### src/mfqs_pkg.sv
`default_nettype none

package mfqs_pkg;

    // scheduler sizing
    localparam int QUEUE_DEPTH = 16;
    localparam int TIME_BITS   = 16;
    localparam int NUM_LEVELS  = 4;

    // fixed field widths of the item and result
    localparam int ID_BITS         = 16;
    localparam int LEVEL_BITS      = 2;
    localparam int FIELD_TIME_BITS = 16;
    localparam int OUTCOME_BITS    = 3;
    localparam int QUANTUM_BITS    = 16;

    // derived sizes
    localparam int PTR_BITS  = $clog2(QUEUE_DEPTH);
    localparam int CNT_BITS  = $clog2(QUEUE_DEPTH + 1);
    localparam int ADDR_BITS = LEVEL_BITS + PTR_BITS;
    localparam int MEM_DEPTH = NUM_LEVELS << PTR_BITS;
    localparam int CMP_BITS  = (TIME_BITS > QUANTUM_BITS) ? TIME_BITS : QUANTUM_BITS;

    // configuration port
    localparam int PADDR_BITS = 4;
    localparam int PDATA_BITS = 32;

    typedef logic [LEVEL_BITS-1:0]   level_t;
    typedef logic [PTR_BITS-1:0]     ptr_t;
    typedef logic [CNT_BITS-1:0]     cnt_t;
    typedef logic [ADDR_BITS-1:0]    addr_t;
    typedef logic [TIME_BITS-1:0]    time_val_t;
    typedef logic [QUANTUM_BITS-1:0] quantum_t;

    typedef logic [NUM_LEVELS-1:0][QUANTUM_BITS-1:0] quantum_array_t;

    localparam quantum_array_t QUANTUM_RESET = {16'd8, 16'd4, 16'd2, 16'd1};

    localparam level_t LAST_LEVEL = level_t'(NUM_LEVELS - 1);

    // request codes
    localparam logic REQ_ADD = 1'b0;
    localparam logic REQ_RUN = 1'b1;

    typedef enum logic [OUTCOME_BITS-1:0] {
        OUT_ADDED     = 3'd0,
        OUT_FULL      = 3'd1,
        OUT_DEMOTED   = 3'd2,
        OUT_COMPLETED = 3'd3,
        OUT_IDLE      = 3'd4
    } outcome_t;

    typedef enum logic {
        ST_IDLE  = 1'b0,
        ST_SERVE = 1'b1
    } state_t;

    typedef struct packed {
        logic [ID_BITS-1:0] id;
        time_val_t          remain;
    } entry_t;

    // controller to datapath
    typedef struct packed {
        logic add;
        logic lookup;
        logic idle;
        logic serve;
    } ctrl_cmd_t;

    // datapath to controller
    typedef struct packed {
        logic work_pending;
    } dp_status_t;

endpackage

`default_nettype wire

### src/mfqs_regs.sv
`default_nettype none

module mfqs_regs (
    input  wire logic                             clk,
    input  wire logic                             rst_n,
    input  wire logic                             psel,
    input  wire logic                             penable,
    input  wire logic                             pwrite,
    input  wire logic [mfqs_pkg::PADDR_BITS-1:0]  paddr,
    input  wire logic [mfqs_pkg::PDATA_BITS-1:0]  pwdata,
    output logic                                  pready,
    output logic [mfqs_pkg::PDATA_BITS-1:0]       prdata,
    output mfqs_pkg::quantum_array_t              quantum
);
    import mfqs_pkg::*;

    quantum_array_t quantum_reg;
    quantum_array_t quantum_next;
    level_t         reg_index;
    logic           wr_en;

    assign reg_index = paddr[PADDR_BITS-1:2];
    assign wr_en     = psel & penable & pwrite;
    assign pready    = 1'b1;

    always_comb
    begin
        quantum_next = quantum_reg;
        if (wr_en)
        begin
            quantum_next[reg_index] = pwdata[QUANTUM_BITS-1:0];
        end
    end

    always_ff @(posedge clk or negedge rst_n)
    begin
        if (!rst_n)
        begin
            quantum_reg <= QUANTUM_RESET;
        end
        else
        begin
            quantum_reg <= quantum_next;
        end
    end

    assign prdata  = PDATA_BITS'(quantum_reg[reg_index]);
    assign quantum = quantum_reg;

endmodule

`default_nettype wire

### src/mfqs_ctrl.sv
`default_nettype none

module mfqs_ctrl (
    input  wire logic                 clk,
    input  wire logic                 rst_n,
    input  wire logic                 start,
    input  wire logic                 req_type,
    input  wire mfqs_pkg::dp_status_t status,
    output logic                      busy,
    output mfqs_pkg::ctrl_cmd_t       cmd
);
    import mfqs_pkg::*;

    state_t state_reg;
    state_t state_next;
    logic   accept;

    assign accept = start & ~busy;

    always_comb
    begin
        state_next = state_reg;
        unique case (state_reg)
            ST_IDLE:
            begin
                if (accept && (req_type == REQ_RUN) && status.work_pending)
                begin
                    state_next = ST_SERVE;
                end
            end
            ST_SERVE:
            begin
                state_next = ST_IDLE;
            end
            default:
            begin
                state_next = ST_IDLE;
            end
        endcase
    end

    always_comb
    begin
        busy       = 1'b0;
        cmd        = '0;
        unique case (state_reg)
            ST_IDLE:
            begin
                cmd.add    = start & (req_type == REQ_ADD);
                cmd.lookup = start & (req_type == REQ_RUN) & status.work_pending;
                cmd.idle   = start & (req_type == REQ_RUN) & ~status.work_pending;
            end
            ST_SERVE:
            begin
                busy      = 1'b1;
                cmd.serve = 1'b1;
            end
            default:
            begin
                busy = 1'b0;
            end
        endcase
    end

    always_ff @(posedge clk or negedge rst_n)
    begin
        if (!rst_n)
        begin
            state_reg <= ST_IDLE;
        end
        else
        begin
            state_reg <= state_next;
        end
    end

endmodule

`default_nettype wire

### src/mfqs_datapath.sv
`default_nettype none

module mfqs_datapath (
    input  wire logic                                  clk,
    input  wire logic                                  rst_n,
    input  wire mfqs_pkg::ctrl_cmd_t                   cmd,
    input  wire mfqs_pkg::quantum_array_t              quantum,
    input  wire logic [mfqs_pkg::ID_BITS-1:0]          process_id,
    input  wire logic [mfqs_pkg::LEVEL_BITS-1:0]       start_level,
    input  wire logic [mfqs_pkg::FIELD_TIME_BITS-1:0]  burst_time,
    output mfqs_pkg::dp_status_t                       status,
    output logic                                       done,
    output logic [mfqs_pkg::OUTCOME_BITS-1:0]          outcome,
    output logic [mfqs_pkg::ID_BITS-1:0]               served_id,
    output logic [mfqs_pkg::LEVEL_BITS-1:0]            served_level,
    output logic [mfqs_pkg::FIELD_TIME_BITS-1:0]       time_left
);
    import mfqs_pkg::*;

    // per-level ring pointers and occupancy
    ptr_t   head_reg  [NUM_LEVELS];
    ptr_t   head_next [NUM_LEVELS];
    ptr_t   tail_reg  [NUM_LEVELS];
    ptr_t   tail_next [NUM_LEVELS];
    cnt_t   count_reg [NUM_LEVELS];
    cnt_t   count_next[NUM_LEVELS];
    cnt_t   total_reg;
    cnt_t   total_next;

    // entry store, one ring per level
    entry_t mem [MEM_DEPTH];
    entry_t rd_data_reg;
    level_t sel_level_reg;

    logic   mem_we;
    addr_t  mem_waddr;
    entry_t mem_wdata;
    addr_t  mem_raddr;

    // result registers
    logic                       done_reg;
    logic                       done_next;
    outcome_t                   outcome_reg;
    outcome_t                   outcome_next;
    logic [ID_BITS-1:0]         id_reg;
    logic [ID_BITS-1:0]         id_next;
    level_t                     level_reg;
    level_t                     level_next;
    logic [FIELD_TIME_BITS-1:0] time_reg;
    logic [FIELD_TIME_BITS-1:0] time_next;

    level_t                pick;
    logic                  found;
    logic                  full;
    time_val_t             burst_fit;
    logic [CMP_BITS-1:0]   t_wide;
    logic [CMP_BITS-1:0]   q_wide;
    logic [CMP_BITS-1:0]   rem_wide;
    time_val_t             rem;
    level_t                demote_level;

    function automatic ptr_t ptr_inc(input ptr_t p);
        return (p == ptr_t'(QUEUE_DEPTH - 1)) ? '0 : p + ptr_t'(1);
    endfunction

    // highest non-empty level
    always_comb
    begin
        found = 1'b0;
        pick  = '0;
        for (int l = NUM_LEVELS - 1; l >= 0; l--)
        begin
            if (count_reg[l] != '0)
            begin
                found = 1'b1;
                pick  = level_t'(l);
            end
        end
    end

    assign status.work_pending = found;
    assign full                = (total_reg == cnt_t'(QUEUE_DEPTH));
    assign burst_fit           = TIME_BITS'(burst_time);
    assign mem_raddr           = {pick, head_reg[pick]};

    // slice subtraction, saturating at zero
    assign t_wide       = CMP_BITS'(rd_data_reg.remain);
    assign q_wide       = CMP_BITS'(quantum[sel_level_reg]);
    assign rem_wide     = (t_wide > q_wide) ? (t_wide - q_wide) : '0;
    assign rem          = TIME_BITS'(rem_wide);
    assign demote_level = (sel_level_reg == LAST_LEVEL) ? sel_level_reg
                                                        : sel_level_reg + level_t'(1);

    always_comb
    begin
        head_next    = head_reg;
        tail_next    = tail_reg;
        count_next   = count_reg;
        total_next   = total_reg;
        mem_we       = 1'b0;
        mem_waddr    = '0;
        mem_wdata    = '0;
        done_next    = 1'b0;
        outcome_next = outcome_reg;
        id_next      = id_reg;
        level_next   = level_reg;
        time_next    = time_reg;

        priority if (cmd.add)
        begin
            done_next  = 1'b1;
            id_next    = process_id;
            level_next = start_level;
            time_next  = FIELD_TIME_BITS'(burst_fit);
            if (full)
            begin
                outcome_next = OUT_FULL;
            end
            else
            begin
                outcome_next            = OUT_ADDED;
                mem_we                  = 1'b1;
                mem_waddr               = {start_level, tail_reg[start_level]};
                mem_wdata.id            = process_id;
                mem_wdata.remain        = burst_fit;
                tail_next[start_level]  = ptr_inc(tail_reg[start_level]);
                count_next[start_level] = count_reg[start_level] + cnt_t'(1);
                total_next              = total_reg + cnt_t'(1);
            end
        end
        else if (cmd.idle)
        begin
            done_next    = 1'b1;
            outcome_next = OUT_IDLE;
            id_next      = '0;
            level_next   = '0;
            time_next    = '0;
        end
        else if (cmd.serve)
        begin
            done_next                 = 1'b1;
            id_next                   = rd_data_reg.id;
            level_next                = sel_level_reg;
            time_next                 = FIELD_TIME_BITS'(rem);
            head_next[sel_level_reg]  = ptr_inc(head_reg[sel_level_reg]);
            count_next[sel_level_reg] = count_reg[sel_level_reg] - cnt_t'(1);
            if (rem == '0)
            begin
                outcome_next = OUT_COMPLETED;
                total_next   = total_reg - cnt_t'(1);
            end
            else
            begin
                // requeue at the tail of the next level down (the last level requeues onto itself)
                outcome_next             = OUT_DEMOTED;
                mem_we                   = 1'b1;
                mem_waddr                = {demote_level, tail_reg[demote_level]};
                mem_wdata.id             = rd_data_reg.id;
                mem_wdata.remain         = rem;
                tail_next[demote_level]  = ptr_inc(tail_reg[demote_level]);
                count_next[demote_level] = count_next[demote_level] + cnt_t'(1);
            end
        end
        else
        begin
            done_next = 1'b0;
        end
    end

    always_ff @(posedge clk)
    begin
        if (mem_we)
        begin
            mem[mem_waddr] <= mem_wdata;
        end
        if (cmd.lookup)
        begin
            rd_data_reg   <= mem[mem_raddr];
            sel_level_reg <= pick;
        end
    end

    always_ff @(posedge clk or negedge rst_n)
    begin
        if (!rst_n)
        begin
            for (int l = 0; l < NUM_LEVELS; l++)
            begin
                head_reg[l]  <= '0;
                tail_reg[l]  <= '0;
                count_reg[l] <= '0;
            end
            total_reg <= '0;
            done_reg  <= 1'b0;
        end
        else
        begin
            head_reg  <= head_next;
            tail_reg  <= tail_next;
            count_reg <= count_next;
            total_reg <= total_next;
            done_reg  <= done_next;
        end
    end

    always_ff @(posedge clk)
    begin
        outcome_reg <= outcome_next;
        id_reg      <= id_next;
        level_reg   <= level_next;
        time_reg    <= time_next;
    end

    assign done         = done_reg;
    assign outcome      = outcome_reg;
    assign served_id    = id_reg;
    assign served_level = level_reg;
    assign time_left    = time_reg;

endmodule

`default_nettype wire

### src/multilevel_feedback_queue_scheduler_top.sv
`default_nettype none

// four-level feedback scheduler. start with busy low transfers one request:
// req_type add queues (process_id, burst_time) at the tail of start_level,
// req_type run serves the head of the highest non-empty level, subtracts that
// level's quantum and either completes the process or requeues it one level
// down (level 3 requeues onto itself). every request yields exactly one
// result, shown on the result ports for a single cycle with done high; the
// receiver cannot stall, so it must take the transfer in that cycle. an add,
// or a run that finds every level empty, is handled in the cycle it is taken
// and the next request may follow right away; a run that finds work holds
// busy high in a serve state, because the head entry is read from the entry
// memory when the run is taken and the requeue write and pointer update
// happen in the serve state. the result appears the cycle after the request
// finishes. the entry memory needs no clearing after reset: only occupied
// slots are ever read. quantum registers sit on the apb port at byte
// addresses 0, 4, 8 and 12 and may be changed only while no request is open.

module multilevel_feedback_queue_scheduler_top (
    input  wire logic                                  clk,
    input  wire logic                                  rst_n,
    // apb configuration port
    input  wire logic                                  psel,
    input  wire logic                                  penable,
    input  wire logic                                  pwrite,
    input  wire logic [mfqs_pkg::PADDR_BITS-1:0]       paddr,
    input  wire logic [mfqs_pkg::PDATA_BITS-1:0]       pwdata,
    output logic                                       pready,
    output logic [mfqs_pkg::PDATA_BITS-1:0]            prdata,
    // request
    input  wire logic                                  start,
    output logic                                       busy,
    input  wire logic                                  req_type,
    input  wire logic [mfqs_pkg::ID_BITS-1:0]          process_id,
    input  wire logic [mfqs_pkg::LEVEL_BITS-1:0]       start_level,
    input  wire logic [mfqs_pkg::FIELD_TIME_BITS-1:0]  burst_time,
    // result
    output logic                                       done,
    output logic [mfqs_pkg::OUTCOME_BITS-1:0]          outcome,
    output logic [mfqs_pkg::ID_BITS-1:0]               served_id,
    output logic [mfqs_pkg::LEVEL_BITS-1:0]            served_level,
    output logic [mfqs_pkg::FIELD_TIME_BITS-1:0]       time_left
);
    import mfqs_pkg::*;

    quantum_array_t quantum;   // per-level time slice
    ctrl_cmd_t      cmd;       // controller commands for this cycle
    dp_status_t     status;    // any level holding work

    // quantum registers
    mfqs_regs u_regs (
        .clk     (clk),
        .rst_n   (rst_n),
        .psel    (psel),
        .penable (penable),
        .pwrite  (pwrite),
        .paddr   (paddr),
        .pwdata  (pwdata),
        .pready  (pready),
        .prdata  (prdata),
        .quantum (quantum)
    );

    // request sequencing: idle, or serving a run
    mfqs_ctrl u_ctrl (
        .clk      (clk),
        .rst_n    (rst_n),
        .start    (start),
        .req_type (req_type),
        .status   (status),
        .busy     (busy),
        .cmd      (cmd)
    );

    // queue pointers, entry memory, slice arithmetic and result registers
    mfqs_datapath u_datapath (
        .clk          (clk),
        .rst_n        (rst_n),
        .cmd          (cmd),
        .quantum      (quantum),
        .process_id   (process_id),
        .start_level  (start_level),
        .burst_time   (burst_time),
        .status       (status),
        .done         (done),
        .outcome      (outcome),
        .served_id    (served_id),
        .served_level (served_level),
        .time_left    (time_left)
    );

endmodule

`default_nettype wire

### config.mk
export PLATFORM = sky130hd
export DESIGN_NAME = multilevel_feedback_queue_scheduler_top
export DESIGN_NICKNAME = d
export VERILOG_FILES = /design/src/mfqs_pkg.sv /design/src/mfqs_regs.sv /design/src/mfqs_ctrl.sv /design/src/mfqs_datapath.sv /design/src/multilevel_feedback_queue_scheduler_top.sv
export SDC_FILE = /design/constraint.sdc
export NUM_CORES = 2
export LEC_CHECK = 0
export ABC_AREA = 1
export BUFFER_PORTS_ARGS = -buffer_cell sky130_fd_sc_hd__buf_2
export CORE_ASPECT_RATIO = 0.8
export CORE_MARGIN = 3
export CORE_UTILIZATION = 30
export DETAILED_ROUTE_END_ITERATION = 10
export PLACE_DENSITY_LB_ADDON = 0.25
export REMOVE_ABC_BUFFERS = 1
export SETUP_SLACK_MARGIN = 0.3
export SYNTH_ARGS = -nofsm -noshare
export SYNTH_HDL_FRONTEND = slang
export SYNTH_HIERARCHICAL = 1
export SYNTH_SLANG_ARGS = --single-unit
### constraint.sdc
create_clock -name clk -period 18.57 [get_ports clk]
set_clock_uncertainty 0.2 [all_clocks]
set_input_delay 5.571 -clock clk [delete_from_list [all_inputs] [get_ports clk]]
set_output_delay 5.571 -clock clk [all_outputs]
set_load 0.005 [all_outputs]
After elaboration in Yosys (flattened, before gate mapping)
Memories as Yosys holds them, arrays and structs flattened. A register that Yosys moved wholly into a read port is not among the register bits.
Cells that the tools add are included.
{ "totals": {"ff_bits": 162, "ramBits": 2048, "out_inout_bits": 72, "memories": 1} }
{ "memory_table": {"columns": ["name", "depth", "word_bits", "rd", "rd_clocked_by_memory_dff", "write_ports", "line", "text"], "rows": [
  ["u_datapath.mem", 64, 32, 1, 1, 1, "mfqs_datapath.sv:31", "entry_t mem [MEM_DEPTH];"]
]} }
{ "op_classes": {"n_addsub": 10, "n_lt_le_gt_ge": 11, "n_eq_ne": 8, "muxes": 112, "bitwise_logic": 17, "reduce_logical": 18} }
{ "ops": {"columns": ["cell", "n"], "rows": [
  ["$mux W16", 15],
  ["$mux W32", 5],
  ["$mux W20", 5],
  ["$mux W5", 14],
  ["$bmux W16 S2", 2],
  ["$bwmux W64", 1],
  ["$bwmux W20", 3],
  ["$mux W4", 14],
  ["$bwmux W16", 3],
  ["$bmux W4 S2", 4],
  ["$demux W16 S2", 1],
  ["$bmux W5 S2", 3],
  ["$demux W5 S2", 3],
  ["$mux W6", 5],
  ["$demux W4 S2", 3],
  ["$reduce_bool A5 Y1", 4],
  ["$mux W1", 18],
  ["$gt A16 B16 Y1", 1],
  ["$logic_not A16 Y1", 1],
  ["$mux W2", 8],
  ["$sub A16 B16 Y16", 1],
  ["$add A5 B1 Y5 const B", 3],
  ["$add A4 B1 Y4 const B", 3],
  ["$eq A4 B4 Y1 const B", 3],
  ["20 further kinds", 53]
]} }

Depth between registers and ports, before layout
{ "depth": {"depth_word": 15, "ltp_mapped": 29} }

Modules after synthesis
Netlist, hierarchy kept.
{ "modules_own_cells": {"columns": ["module", "n_inst", "cells_per_inst", "area_per_inst_um2"], "rows": [
  ["mfqs_datapath", 1, 9695, 97823.8],
  ["mfqs_regs", 1, 423, 3219.3],
  ["mfqs_ctrl", 1, 8, 61.3]
]} }

Worst setup path after synthesis
Ideal clock, no wire load.
{ "synth_path": {"kind": "in2out", "startpoint": "input port paddr[2] (netlist name)", "endpoint": "output port prdata[12] (netlist name)", "t_arrival_ns": 6.185, "required_ns": 12.799, "setup_slack_ns": 6.614, "cell_stages": 6, "cell_sequence": "inv_2 clkbuf_1 nand2_1 nand2_1 nand2_1 nand3_1"} }
{ "synth_between": {"elab_chain_len": 2} }
{ "synth_rtl": {"columns": ["element", "line", "text"], "rows": [
  ["start, declared", "multilevel_feedback_queue_scheduler_top.sv:26", "input wire logic [mfqs_pkg::PADDR_BITS-1:0] paddr,"],
  ["$bmux W16 S2", "mfqs_regs.sv:47", "assign prdata = PDATA_BITS'(quantum_reg[reg_index]);"],
  ["$mux W16 (implied by the code)", "mfqs_regs.sv:47", null],
  ["end, declared", "multilevel_feedback_queue_scheduler_top.sv:29", "output logic [mfqs_pkg::PDATA_BITS-1:0] prdata,"]
]} }
Every way passes these cells. The select of a mux whose other input is x is not followed.

Worst setup path after layout
{ "layout_path": {"startpoint": "input port paddr[2] (netlist name)", "endpoint": "output port prdata[6] (netlist name)"} }
Same word-level chain as after synthesis.

==> results.tsv <==
metric	value	unit
ant_nets	0	
synthFlopType	edfxtp_1	
syn_inst	10100	
drt_first_iter_violations	7359	
cts_buffers	225	
synthSimpleGateAreaFrac	21.9	%
crit_required	12.80	ns
first_pass_iters	8	
dpl_cell_area	107000	µm²
slowest_stage	buf_2	
synth_mux_area_share	0	%
seq_area_frac_synth	66.0	%
finalNetCount	10200	
max-vdd-ir-drop	0.128	mV
stdcell_area	114000	µm²
synth_top_family_by_area	simple AND/OR/NAND/NOR gates	
sequentialPowerShare	37.8	%
p_leak	0.0482	µW
setup_violations	0	
gr-total-overflow	0	
die_y	525	µm
critical_path_class	input port to primary output	
top_layer	met5	
wl_met1	142	mm
grt_pass1_vias	65900	
root_buffer	clkbuf_16	
vias	70300	
coreArea	335000	µm²
finalHoldViolCount	0	
regToRegSetupSlack	9.85	ns
hold_class	flop to flop	
cts_hold_buf	0	
syn_to_final_growth	12.8	%
gp_congestion	0.848	
ys_ff_latch	2242	
cts_setup_buffers	0	
netlist_area	101000	µm²
min_period	12.84	ns
cts_resized	0	
syn_area_per_cell	9.98	µm²
synth_edf_count	2119	
hold_ws	0.272	ns
fin_tns_setup	0	ns
power_switching	6140	µW
maxCapViolCount	0	
cts_tree	built	
boundaryPins	149	
dp_hpwl	170	mm
grt_use_total	17.4	%
worstHoldEndpoint	u_datapath/total_reg[4]	
status	completed	
die_w	655	µm
yosys-top-cells-area	edfxtp_1, nand2_1, nand3_1	
synth-compound-area-share	1.82	%
synth_fa_ha_area_share	0.361	%
power	15900	µW
power_density	140	nW/µm²
crit_fanout	21	
fin_cells	14700	
r2r_start	u_datapath/sel_level_reg[1]	
slew_viol_final	0	
worstHoldPathCells	1	
startpoint_type	input port	
intPower	9800	µW
clock-sinks	2242	
die_area	344000	µm²
wl_met3	20.7	mm
synth_top_cell_by_area	edfxtp_1	
num_rows	190	
power_frac_clock	27.5	%
post-route-period-util	69.1	%
clk_latency	0.89	ns
ys_types	56	
port_buffers	113	
crit_path_cell_trace	buf_2 -> inv_2 -> nand2_2 -> inv_2 -> nand2_1 -> nand3_1 -> buf_2	
routed_wl	308	mm
clock.fmax	77.9	MHz
slew_headroom	17.6	%
cts.clk_slew.worst_paths	0.05	ns
worst_slew_pin_slew	1.23	ns
largest_reg_flops	2048	
r2r_cells	20	
ctsLongestPathBuffers	4	
synthXorXnorAreaFrac	0.130	%
rsz0062_at_grt	false	
switching_share	38.5	%
critical_path_arrival	7.07	ns
yosysWarnings	6	
synth_top_area_share	62.9	%
drt-wirelength-per-cell	20.9	µm
r2r_end	u_datapath/mem[61][18]	
cpPeakStageDelay	0.46	ns
wl_met2	137	mm
drcViolationCount	0	
initial_core_util	30.2	%
cts_max_level	4	
comb_power_share	34.7	%
end_kind	primary output	
dp.cells	14300	
grt_first_pass_wirelength	450	mm
antenna_found_initial	9	
async_flop_share	5.49	%
viasPerCell	4.77	
drive_above_1_share	7.51	%
hold_start	u_datapath/total_reg[4]	
grt_max_degree	161	
cell families after synthesis:
| group | after synthesis |
|---|---|
| other | 2 |
| AND/OR/NAND/NOR | 5137 |
| flip-flops | 2242 |
| adder cells (fa/ha/maj) | 28 |
| XOR/XNOR | 15 |
| AO/OA/AOI/OAI | 270 |
| buffers and inverters | 2432 |
stage by stage:
step	setup WS, ns	util (%)
after floorplan	4.88	-
after global placement	5.76	32.0
after detailed placement	5.75	32.0
after CTS	5.74	34.0
after global routing	5.62	34.0
final	5.73	34.0
power groups by stage:
stage	combinational (µW)	clock [µW]	sequential, µW
floorplan	4420	0	6120
detailed placement	5530	0	6130
global placement	5480	0	6130
finish	5520	4390	6030
global route	6060	4700	6040
CTS	5550	4500	6030
how the worst max path moves through the flow:
stage | endpoint | slack, ns | start
after floorplan | u_datapath/rd_data_reg[17] | 4.88 | u_datapath/count_reg[18]
after global placement | prdata[6] | 5.76 | paddr[2]
after detailed placement | prdata[6] | 5.75 | paddr[2]
after CTS | prdata[6] | 5.74 | paddr[2]
after global routing | prdata[6] | 5.62 | paddr[2]
final | prdata[6] | 5.73 | paddr[2]
area by class of cell:
type                       instances  area [µm²]
timing repair buffer             282        1950
clock inverter                   107         930
antenna                            7        17.5
inverter                        1914        7230
fill                           33200      221000
multi-input combinational       5467       25800
clock buffer                     285        5910
tap                             4416        5530
sequential                      2242       66700
critical path, delay by kind of cell:
kind | cells | cell delay, ns
and+or+nand+nor | 3 | 0.41
buffers and inverters | 4 | 1.06
synth_stat cells (3+ instances only):
library cell / count
nor2_2: 5
clkbuf_1: 70
buf_2: 353
inv_2: 19
xnor2_1: 6
a21boi_0: 15
o21a_1: 3
o32ai_1: 30
dfstp_2: 4
a221oi_1: 21
ha_1: 26
a31oi_1: 3
nand2_2: 30
nand3b_1: 37
dfrtp_1: 119
clkinv_1: 4
o221ai_1: 3
nand3_2: 3
a22oi_1: 7
nand3_1: 1948
o22ai_1: 63
a22o_1: 15
nor2_1: 126
nand4_1: 10
buf_6: 15
inv_1: 1888
nor2_4: 5
buf_4: 50
buf_1: 30
o21ai_0: 66
a21oi_1: 28
edfxtp_1: 2119
o21ai_2: 5
nor3_1: 6
and2_1: 3
nand2_1: 2949
xor2_1: 9
nand2_4: 7
cells in the final DEF (no fill, tap or decap), types with 49 or more instances in the layout:
cell,instances
nand2_1,2947
o22ai_1,61
buf_2,112
dfrtp_1,119
clkinv_1,49
inv_1,1885
o21ai_0,66
nor2_4,71
nand3_1,1946
buf_4,161
clkbuf_16,227
edfxtp_1,2119
nor2_1,58
clkbuf_1,57
per-layer routing:
metal	global-route usage (%)	vias up
li1	-	32900
met1	25.7	34400
met2	27.0	2503
met3	2.27	410
met4	4.43	4
met5	0	-
(Power assumes the default switching activity.)
